File: config.mk
export PLATFORM = sky130hd
export DESIGN_NAME = periodic_task_tick_scheduler
export DESIGN_NICKNAME = d
export VERILOG_FILES = /design/src/hdl/ptts_pkg.sv /design/src/hdl/ptts_ram.sv /design/src/hdl/periodic_task_tick_scheduler.sv
export SDC_FILE = /design/constraint.sdc
export NUM_CORES = 2
export LEC_CHECK = 0
export BUFFER_PORTS_ARGS = -buffer_cell sky130_fd_sc_hd__buf_2
export CAP_MARGIN = 25
export CELL_PAD_IN_SITES_DETAIL_PLACEMENT = 2
export CELL_PAD_IN_SITES_GLOBAL_PLACEMENT = 2
export CORE_MARGIN = 2
export CORE_UTILIZATION = 45
export DETAILED_ROUTE_END_ITERATION = 8
export PLACE_DENSITY_LB_ADDON = 0.08
export SETUP_SLACK_MARGIN = 0.02
export SLEW_MARGIN = 20
export SYNTH_ARGS = -nofsm -noshare
export SYNTH_HDL_FRONTEND = slang
export SYNTH_SLANG_ARGS = --single-unit
File: constraint.sdc
create_clock -name clk_i -period 6.47 [get_ports clk_i]
set_input_delay 0.3235 -clock clk_i [delete_from_list [all_inputs] [get_ports clk_i]]
set_output_delay 0.3235 -clock clk_i [all_outputs]
set_load 0.02 [all_outputs]
File: src/hdl/ptts_pkg.sv
`timescale 1ns / 1ps
`default_nettype none

package ptts_pkg;

  localparam int unsigned TASK_IDX_W = 4;

  localparam logic [1:0] REQ_TICK     = 2'd0;
  localparam logic [1:0] REQ_ADD      = 2'd1;
  localparam logic [1:0] REQ_DISPATCH = 2'd2;

  localparam logic [1:0] KIND_ADD_OK   = 2'd0;
  localparam logic [1:0] KIND_ADD_FULL = 2'd1;
  localparam logic [1:0] KIND_DUE      = 2'd2;
  localparam logic [1:0] KIND_NONE     = 2'd3;

  typedef struct packed {
    logic [1:0]  req_type;
    logic [31:0] start_delay;
    logic [31:0] reload_period;
  } ptts_in_t;

  typedef struct packed {
    logic [1:0]            result_kind;
    logic [TASK_IDX_W-1:0] task_index;
    logic                  last;
  } ptts_out_t;

  typedef struct packed {
    logic [31:0] countdown;
    logic [31:0] period;
    logic [7:0]  pending;
  } ptts_entry_t;

endpackage

`default_nettype wire

File: src/hdl/ptts_ram.sv
`timescale 1ns / 1ps
`default_nettype none

module ptts_ram #(
  parameter int unsigned Width = 8,
  parameter int unsigned Depth = 16,
  parameter int unsigned AddrW = (Depth > 1) ? $clog2(Depth) : 1
) (
  input  wire logic             clk_i,
  input  wire logic             we_i,
  input  wire logic [AddrW-1:0] waddr_i,
  input  wire logic [Width-1:0] wdata_i,
  input  wire logic             re_i,
  input  wire logic [AddrW-1:0] raddr_i,
  output logic      [Width-1:0] rdata_o
);

  logic [Width-1:0] mem_q [Depth];
  logic [Width-1:0] rdata_q;

  always_ff @(posedge clk_i) begin
    if (we_i) begin
      mem_q[waddr_i] <= wdata_i;
    end
    if (re_i) begin
      rdata_q <= mem_q[raddr_i];
    end
  end

  assign rdata_o = rdata_q;

endmodule

`default_nettype wire

File: src/hdl/periodic_task_tick_scheduler.sv
`timescale 1ns / 1ps
`default_nettype none

// Time-triggered task table with up to MAX_TASKS slots held in one on-chip RAM
// (countdown, reload period and pending-run count per slot). An add request returns one
// transfer with the new slot index or a table-full result. A tick or a dispatch walks the
// filled slots through the RAM, reading one slot and writing the previous one back each
// cycle unless stalled. A dispatch stalls when it finds a due slot while one is held
// and the output register is still occupied, and waits for it to free before its last
// transfer. The single read port of the slot RAM sets this one-slot-per-cycle pace.
// A tick returns nothing. A dispatch returns one transfer per due slot in slot order, the
// final one marked with last, or a single none-due transfer. Request code 3 is dropped.
module periodic_task_tick_scheduler
  import ptts_pkg::*;
#(
  parameter int unsigned MAX_TASKS = 16
) (
  input  wire logic      clk_i,
  input  wire logic      rst_ni,
  input  wire logic      in_valid_i,
  output logic           in_ready_o,
  input  wire ptts_in_t  in_data_i,
  output logic           out_valid_o,
  input  wire logic      out_ready_i,
  output ptts_out_t      out_data_o
);

  localparam int unsigned AddrW = (MAX_TASKS > 1) ? $clog2(MAX_TASKS) : 1;
  localparam int unsigned CntW  = $clog2(MAX_TASKS + 1);
  localparam int unsigned EntW  = $bits(ptts_entry_t);

  typedef enum logic [1:0] {
    ST_IDLE,
    ST_WALK,
    ST_EMIT
  } state_e;

  state_e          state_q;
  logic [CntW-1:0] count_q;
  logic [AddrW-1:0] slot_q;
  logic            op_dispatch_q;
  logic            held_valid_q;
  logic [AddrW-1:0] held_idx_q;
  ptts_out_t       res_q;
  logic            out_valid_q;
  ptts_out_t       out_data_q;

  logic            in_xfer;
  logic            out_free;
  logic            full;
  logic            last_slot;
  logic            due;
  logic            advance;
  logic            ram_we;
  logic [AddrW-1:0] ram_waddr;
  ptts_entry_t     ram_wdata;
  logic            ram_re;
  logic [AddrW-1:0] ram_raddr;
  ptts_entry_t     ram_rdata;
  ptts_entry_t     upd;

  assign in_ready_o  = (state_q == ST_IDLE);
  assign in_xfer     = in_valid_i && in_ready_o;
  assign out_free    = !out_valid_q || out_ready_i;
  assign full        = (count_q == CntW'(MAX_TASKS));
  assign last_slot   = (CntW'(slot_q) == count_q - CntW'(1));
  assign due         = (ram_rdata.pending != 8'd0);
  assign advance     = !(op_dispatch_q && due && held_valid_q && !out_free);
  assign out_valid_o = out_valid_q;
  assign out_data_o  = out_data_q;

  always_comb begin
    upd = ram_rdata;
    if (op_dispatch_q) begin
      if (due) begin
        upd.pending = ram_rdata.pending - 8'd1;
      end
    end else if (ram_rdata.countdown != 32'd0) begin
      upd.countdown = ram_rdata.countdown - 32'd1;
    end else begin
      upd.countdown = ram_rdata.period;
      if (ram_rdata.pending != 8'hFF) begin
        upd.pending = ram_rdata.pending + 8'd1;
      end
    end
  end

  always_comb begin
    ram_we    = 1'b0;
    ram_waddr = slot_q;
    ram_wdata = upd;
    ram_re    = 1'b0;
    ram_raddr = '0;
    if (state_q == ST_IDLE) begin
      ram_waddr = count_q[AddrW-1:0];
      ram_wdata = '{countdown: in_data_i.start_delay,
                    period:    in_data_i.reload_period,
                    pending:   8'd0};
      ram_we    = in_xfer && (in_data_i.req_type == REQ_ADD) && !full;
      ram_re    = in_xfer && (count_q != '0) &&
                  ((in_data_i.req_type == REQ_TICK) || (in_data_i.req_type == REQ_DISPATCH));
    end else if (state_q == ST_WALK) begin
      ram_we    = advance;
      ram_re    = advance && !last_slot;
      ram_raddr = slot_q + AddrW'(1);
    end
  end

  ptts_ram #(
    .Width (EntW),
    .Depth (MAX_TASKS)
  ) u_slot_ram (
    .clk_i   (clk_i),
    .we_i    (ram_we),
    .waddr_i (ram_waddr),
    .wdata_i (ram_wdata),
    .re_i    (ram_re),
    .raddr_i (ram_raddr),
    .rdata_o (ram_rdata)
  );

  always_ff @(posedge clk_i or negedge rst_ni) begin
    if (!rst_ni) begin
      state_q       <= ST_IDLE;
      count_q       <= '0;
      slot_q        <= '0;
      op_dispatch_q <= 1'b0;
      held_valid_q  <= 1'b0;
      held_idx_q    <= '0;
      res_q         <= '0;
      out_valid_q   <= 1'b0;
      out_data_q    <= '0;
    end else begin
      if (out_ready_i) begin
        out_valid_q <= 1'b0;
      end
      unique case (state_q)
        ST_IDLE: begin
          if (in_xfer) begin
            slot_q        <= '0;
            held_valid_q  <= 1'b0;
            op_dispatch_q <= (in_data_i.req_type == REQ_DISPATCH);
            priority if (in_data_i.req_type == REQ_ADD) begin
              state_q <= ST_EMIT;
              if (full) begin
                res_q <= '{result_kind: KIND_ADD_FULL, task_index: '0, last: 1'b1};
              end else begin
                res_q   <= '{result_kind: KIND_ADD_OK,
                             task_index:  TASK_IDX_W'(count_q), last: 1'b1};
                count_q <= count_q + CntW'(1);
              end
            end else if (in_data_i.req_type == REQ_TICK) begin
              if (count_q != '0) begin
                state_q <= ST_WALK;
              end
            end else if (in_data_i.req_type == REQ_DISPATCH) begin
              if (count_q != '0) begin
                state_q <= ST_WALK;
              end else begin
                res_q   <= '{result_kind: KIND_NONE, task_index: '0, last: 1'b1};
                state_q <= ST_EMIT;
              end
            end else begin
              state_q <= ST_IDLE;
            end
          end
        end
        ST_WALK: begin
          if (advance) begin
            if (op_dispatch_q && due) begin
              held_valid_q <= 1'b1;
              held_idx_q   <= slot_q;
              if (held_valid_q) begin
                out_valid_q <= 1'b1;
                out_data_q  <= '{result_kind: KIND_DUE,
                                 task_index:  TASK_IDX_W'(held_idx_q), last: 1'b0};
              end
            end
            if (last_slot) begin
              if (op_dispatch_q) begin
                state_q <= ST_EMIT;
                if (due) begin
                  res_q <= '{result_kind: KIND_DUE,
                             task_index:  TASK_IDX_W'(slot_q), last: 1'b1};
                end else if (held_valid_q) begin
                  res_q <= '{result_kind: KIND_DUE,
                             task_index:  TASK_IDX_W'(held_idx_q), last: 1'b1};
                end else begin
                  res_q <= '{result_kind: KIND_NONE, task_index: '0, last: 1'b1};
                end
              end else begin
                state_q <= ST_IDLE;
              end
            end else begin
              slot_q <= slot_q + AddrW'(1);
            end
          end
        end
        ST_EMIT: begin
          if (out_free) begin
            out_valid_q  <= 1'b1;
            out_data_q   <= res_q;
            held_valid_q <= 1'b0;
            state_q      <= ST_IDLE;
          end
        end
        default: begin
          state_q <= ST_IDLE;
        end
      endcase
    end
  end

  a_count_bound: assert property (@(posedge clk_i) disable iff (!rst_ni)
    count_q <= CntW'(MAX_TASKS))
    else $error("task count exceeds the table size");

  a_idle_no_held: assert property (@(posedge clk_i) disable iff (!rst_ni)
    (state_q == ST_IDLE) |-> !held_valid_q)
    else $error("due slot still held while idle");

  a_add_grows: assert property (@(posedge clk_i) disable iff (!rst_ni)
    (in_xfer && (in_data_i.req_type == REQ_ADD) && !full)
      |=> (count_q == $past(count_q) + CntW'(1)))
    else $error("accepted add did not fill a slot");

  a_walk_stall_output: assert property (@(posedge clk_i) disable iff (!rst_ni)
    ((state_q == ST_WALK) && !advance) |-> (out_valid_q && !out_ready_i))
    else $error("walk stalled with a free output register");

endmodule

`default_nettype wire
==> results.cfg <==
[logic_synthesis]
synth.distinct_cells = 75
ys_seq_elements = 1256
netlist_area_mm2 = 0.0506
syn_area_per_cell_um2 = 19.3
synth.area.top_cells = edfxtp_1, mux4_2, mux2i_1
synth_top_area_share_pct = 72.6
syn_nets = 2705
ys_async_sr_fraction_pct = 2.55
ys.flop_type = edfxtp_1
synth_edf_count = 1224
synth_top_area_cell = edfxtp_1
yosysSeqAreaShare_pct = 74.2
syn_inst = 2624
yosys_warnings = 0

[sta]
skew_ns = 0.0298
min_period_ns = 4.35
fin_crit_sh_pct = 67.3
worst_slew_margin_rel_pct = 31.4
worstMarginPinSlew_ns = 1.02
fin_tns_setup_ns = 0
rsz0062_at_grt = false
setup_viol = 0
hold_violations = 0
fmax_mhz = 230
report.final.slew_viol_count = 0

[power]
power.density_mw_per_mm2 = 411
p_leak_nw = 18.0
p_int_mw = 16.7
max-vdd-ir-drop_mv = 0.257
p_clk_share_pct = 32.5
comb_power_share_pct = 20.1
seq_power_share_pct = 47.4
netSwitchingFraction_pct = 29.9
net-switching-power_mw = 7.14

[die]
chipHeight_um = 339
start_util_pct = 45.2
core_area_mm2 = 0.112
io_pins = 79
fp-row-count = 123
dieArea_mm2 = 0.115
die_w_um = 339

[clock_tree]
cts_hold_buffers = 3
cts_tree = built
cts_buffers = 141
clock_path_buffers = 3
ctsResizeCount = 0
cts.sinks = 1256
root_buffer = clkbuf_16
clkTransAtPathRegs_ns = 0.06
clk_latency_ns = 0.75
htree_levels = 4
post_cts_buffers = 0

[cells_and_area]
final_nets = 2883
final_cells = 4411
ff_latch_area_mm2 = 0.0376
areaGrowthSynthToFinish_pct = 14.7
drive_above_1_share_pct = 23.4
nFillCells = 9848
multi_input_area_mm2 = 0.0126

[worst_setup_path]
required_ns = 6.97
cp_max_fo = 38
path_class = register to register
worst_setup_path_end_kind = register
cp_slowest_cell = nor2_1
crit_path_cell_trace = inv_1 > ha_1 > inv_1 > nor2_1 > nand2_4 > buf_4 > buf_4 > o21ai_0
startpoint_type = register
cp.arrival_ns = 4.85
max_stage_delay_ns = 0.64

[global_route]
grt_max_degree = 85
grt_pass1_wl_mm = 226
grt_antenna_before_repair = 12
grt_usage_pct = 27.5
grt.overflow.total = 0
grt_pass1_vias = 30100

[drt]
vias_per_cell = 6.21
drt_iter0_drc = 2553
dr_total_vias = 27400
wl_mm = 157
post-route-drc-count = 0
wl_per_cell_um = 35.7
postRouteAntennaNets = 0
dr.pass1.iters = 5

[outcome]
status = complete, no violations

[placed_design]
hpwl_mm = 88.9
dp.cells = 4151
gp_congestion = 0.787
port_buffers = 78

[run]
cap_violations = 0

[hold_path]
min_path_type = input pin to register
==> layout by cell type (no fill, tap or decap), types with 9 or more instances in the layout <==
cell type  count
a21oi_1       45
mux2_2        43
nand3_1       17
buf_4         72
inv_1         23
nand4_1       10
ha_1          10
nor3_1        30
buf_2         80
bufinv_16     10
nor2_4        18
o21ai_0      117
and3_1        19
a31oi_1       10
buf_12        26
nand2b_1      10
mux2i_1      309
clkinv_2      24
clkinv_1      31
dfrtp_1       32
mux4_2       216
nor2_1        42
clkbuf_16    146
a22oi_1       73
xnor2_1       21
clkbuf_1      33
nand2_1       54
o31ai_1        9
nor4_1        14
edfxtp_1    1224
==> metal layers <==
layer,global-route usage (%),routed length (um),vias to the layer above
met5,0,13,-
met4,8.11,4080,2
met2,46.3,79200,893
li1,-,-,11200
met1,37.3,65600,15100
met3,3.94,8580,242
==> final timing paths <==
check                           slack, ns  depth (start not counted)                   start                         endpoint
worst max-delay path                 2.12                          8  state_q[1]$_DFFE_PN0P_  u_slot_ram.rdata_o[7]$_DFFE_PP_
worst min-delay path                 0.08                          3           in_data_i[64]        op_dispatch_q$_DFFE_PN0P_
worst max register to register       2.12                          8  state_q[1]$_DFFE_PN0P_  u_slot_ram.rdata_o[7]$_DFFE_PP_
worst min register to register       0.48                          1    res_q[0]$_DFFE_PN0P_             res_q[0]$_DFFE_PN0P_
max in group asynchronous            5.78                          2                  rst_ni            slot_q[1]$_DFFE_PN0P_
min in group asynchronous            0.20                          2                  rst_ni            out_valid_o$_DFF_PN0_
==> cell type report <==
cell class,instances,area share [%]
antenna,1,0.00431
tap,1500,3.23
timing repair buffer,185,2.63
multi-input combinational,1195,21.7
inverter,23,0.149
sequential,1256,64.7
clock inverter,72,1.07
clock buffer,179,6.50
==> cells in the mapped netlist (3+ instances only) <==
cell type and number:
or3_1 5, dfrtp_1 32, o22ai_1 7, o21ai_0 118, clkbuf_1 70, nor3b_1 5, and4_1 7, o221ai_1 8
o41ai_1 3, nor2b_1 4, mux2i_1 309, nor4_1 15, nor2_1 61, a22oi_1 73, or4_1 8, inv_1 23
o31a_1 5, buf_1 12, xor2_1 6, mux4_2 216, nand3_1 17, a211oi_1 7, o31ai_1 10, nand2_1 55
edfxtp_1 1224, a21oi_1 48, xnor2_1 21, nor3_1 30, ha_1 11, nand4_1 10, a21boi_0 3, buf_2 66
and3_1 20, nand2b_1 10, a31oi_1 10, mux2_2 43
==> power by group through the flow <==
stage	Sequential, mW	Combinational, mW	Clock [mW]
floorplan	11.1	2.75	0
global placement	11.4	4.33	0
detailed placement	11.4	4.71	0
CTS	11.3	4.77	7.90
global route	11.3	5.13	8.14
finish	11.3	4.80	7.75
==> metrics by stage <==
step	area, um^2	setup slack, ns	hold WS (ns)	util, %	power (mW)
finish	58100	2.12	0.0830	51.8	23.9
floorplan	50700	0.851	0.0279	-	13.9
detailed placement	53600	1.81	0.447	47.8	16.2
global placement	53500	1.83	0.420	47.7	15.7
global route	58100	1.89	0.0813	51.8	24.6
CTS	58000	1.70	0.0247	51.7	24.0
==> critical path: cells and delay by family (launching register included) <==
kind	cells	cell delay [ns]
buffers and inverters	4	1.38
AND/OR/NAND/NOR	2	1.28
adder cells (fa/ha/maj)	1	0.59
AO/OA/AOI/OAI	1	0.41
flip-flops	1	0.40
==> flip-flops by register name (all words and copies together), names as in the netlist <==
name                count
u_slot_ram.rdata_o     72
state_q                 2
slot_q                  4
op_dispatch_q           1
out_valid_o             1
u_slot_ram.mem_q     1152
res_q                   7
held_idx_q              4
held_valid_q            1
out_data_o              7
count_q                 5
==> cells by family after synthesis <==
group                    synth area share (%)
adder cells (fa/ha/maj)                 0.272
AO/OA/AOI/OAI                            4.18
flip-flops                               74.2
XOR/XNOR                                0.514
multiplexers                             16.7
buffers and inverters                    1.47
AND/OR/NAND/NOR                          2.74
No activity file was read; power rests on OpenSTA's default activity.
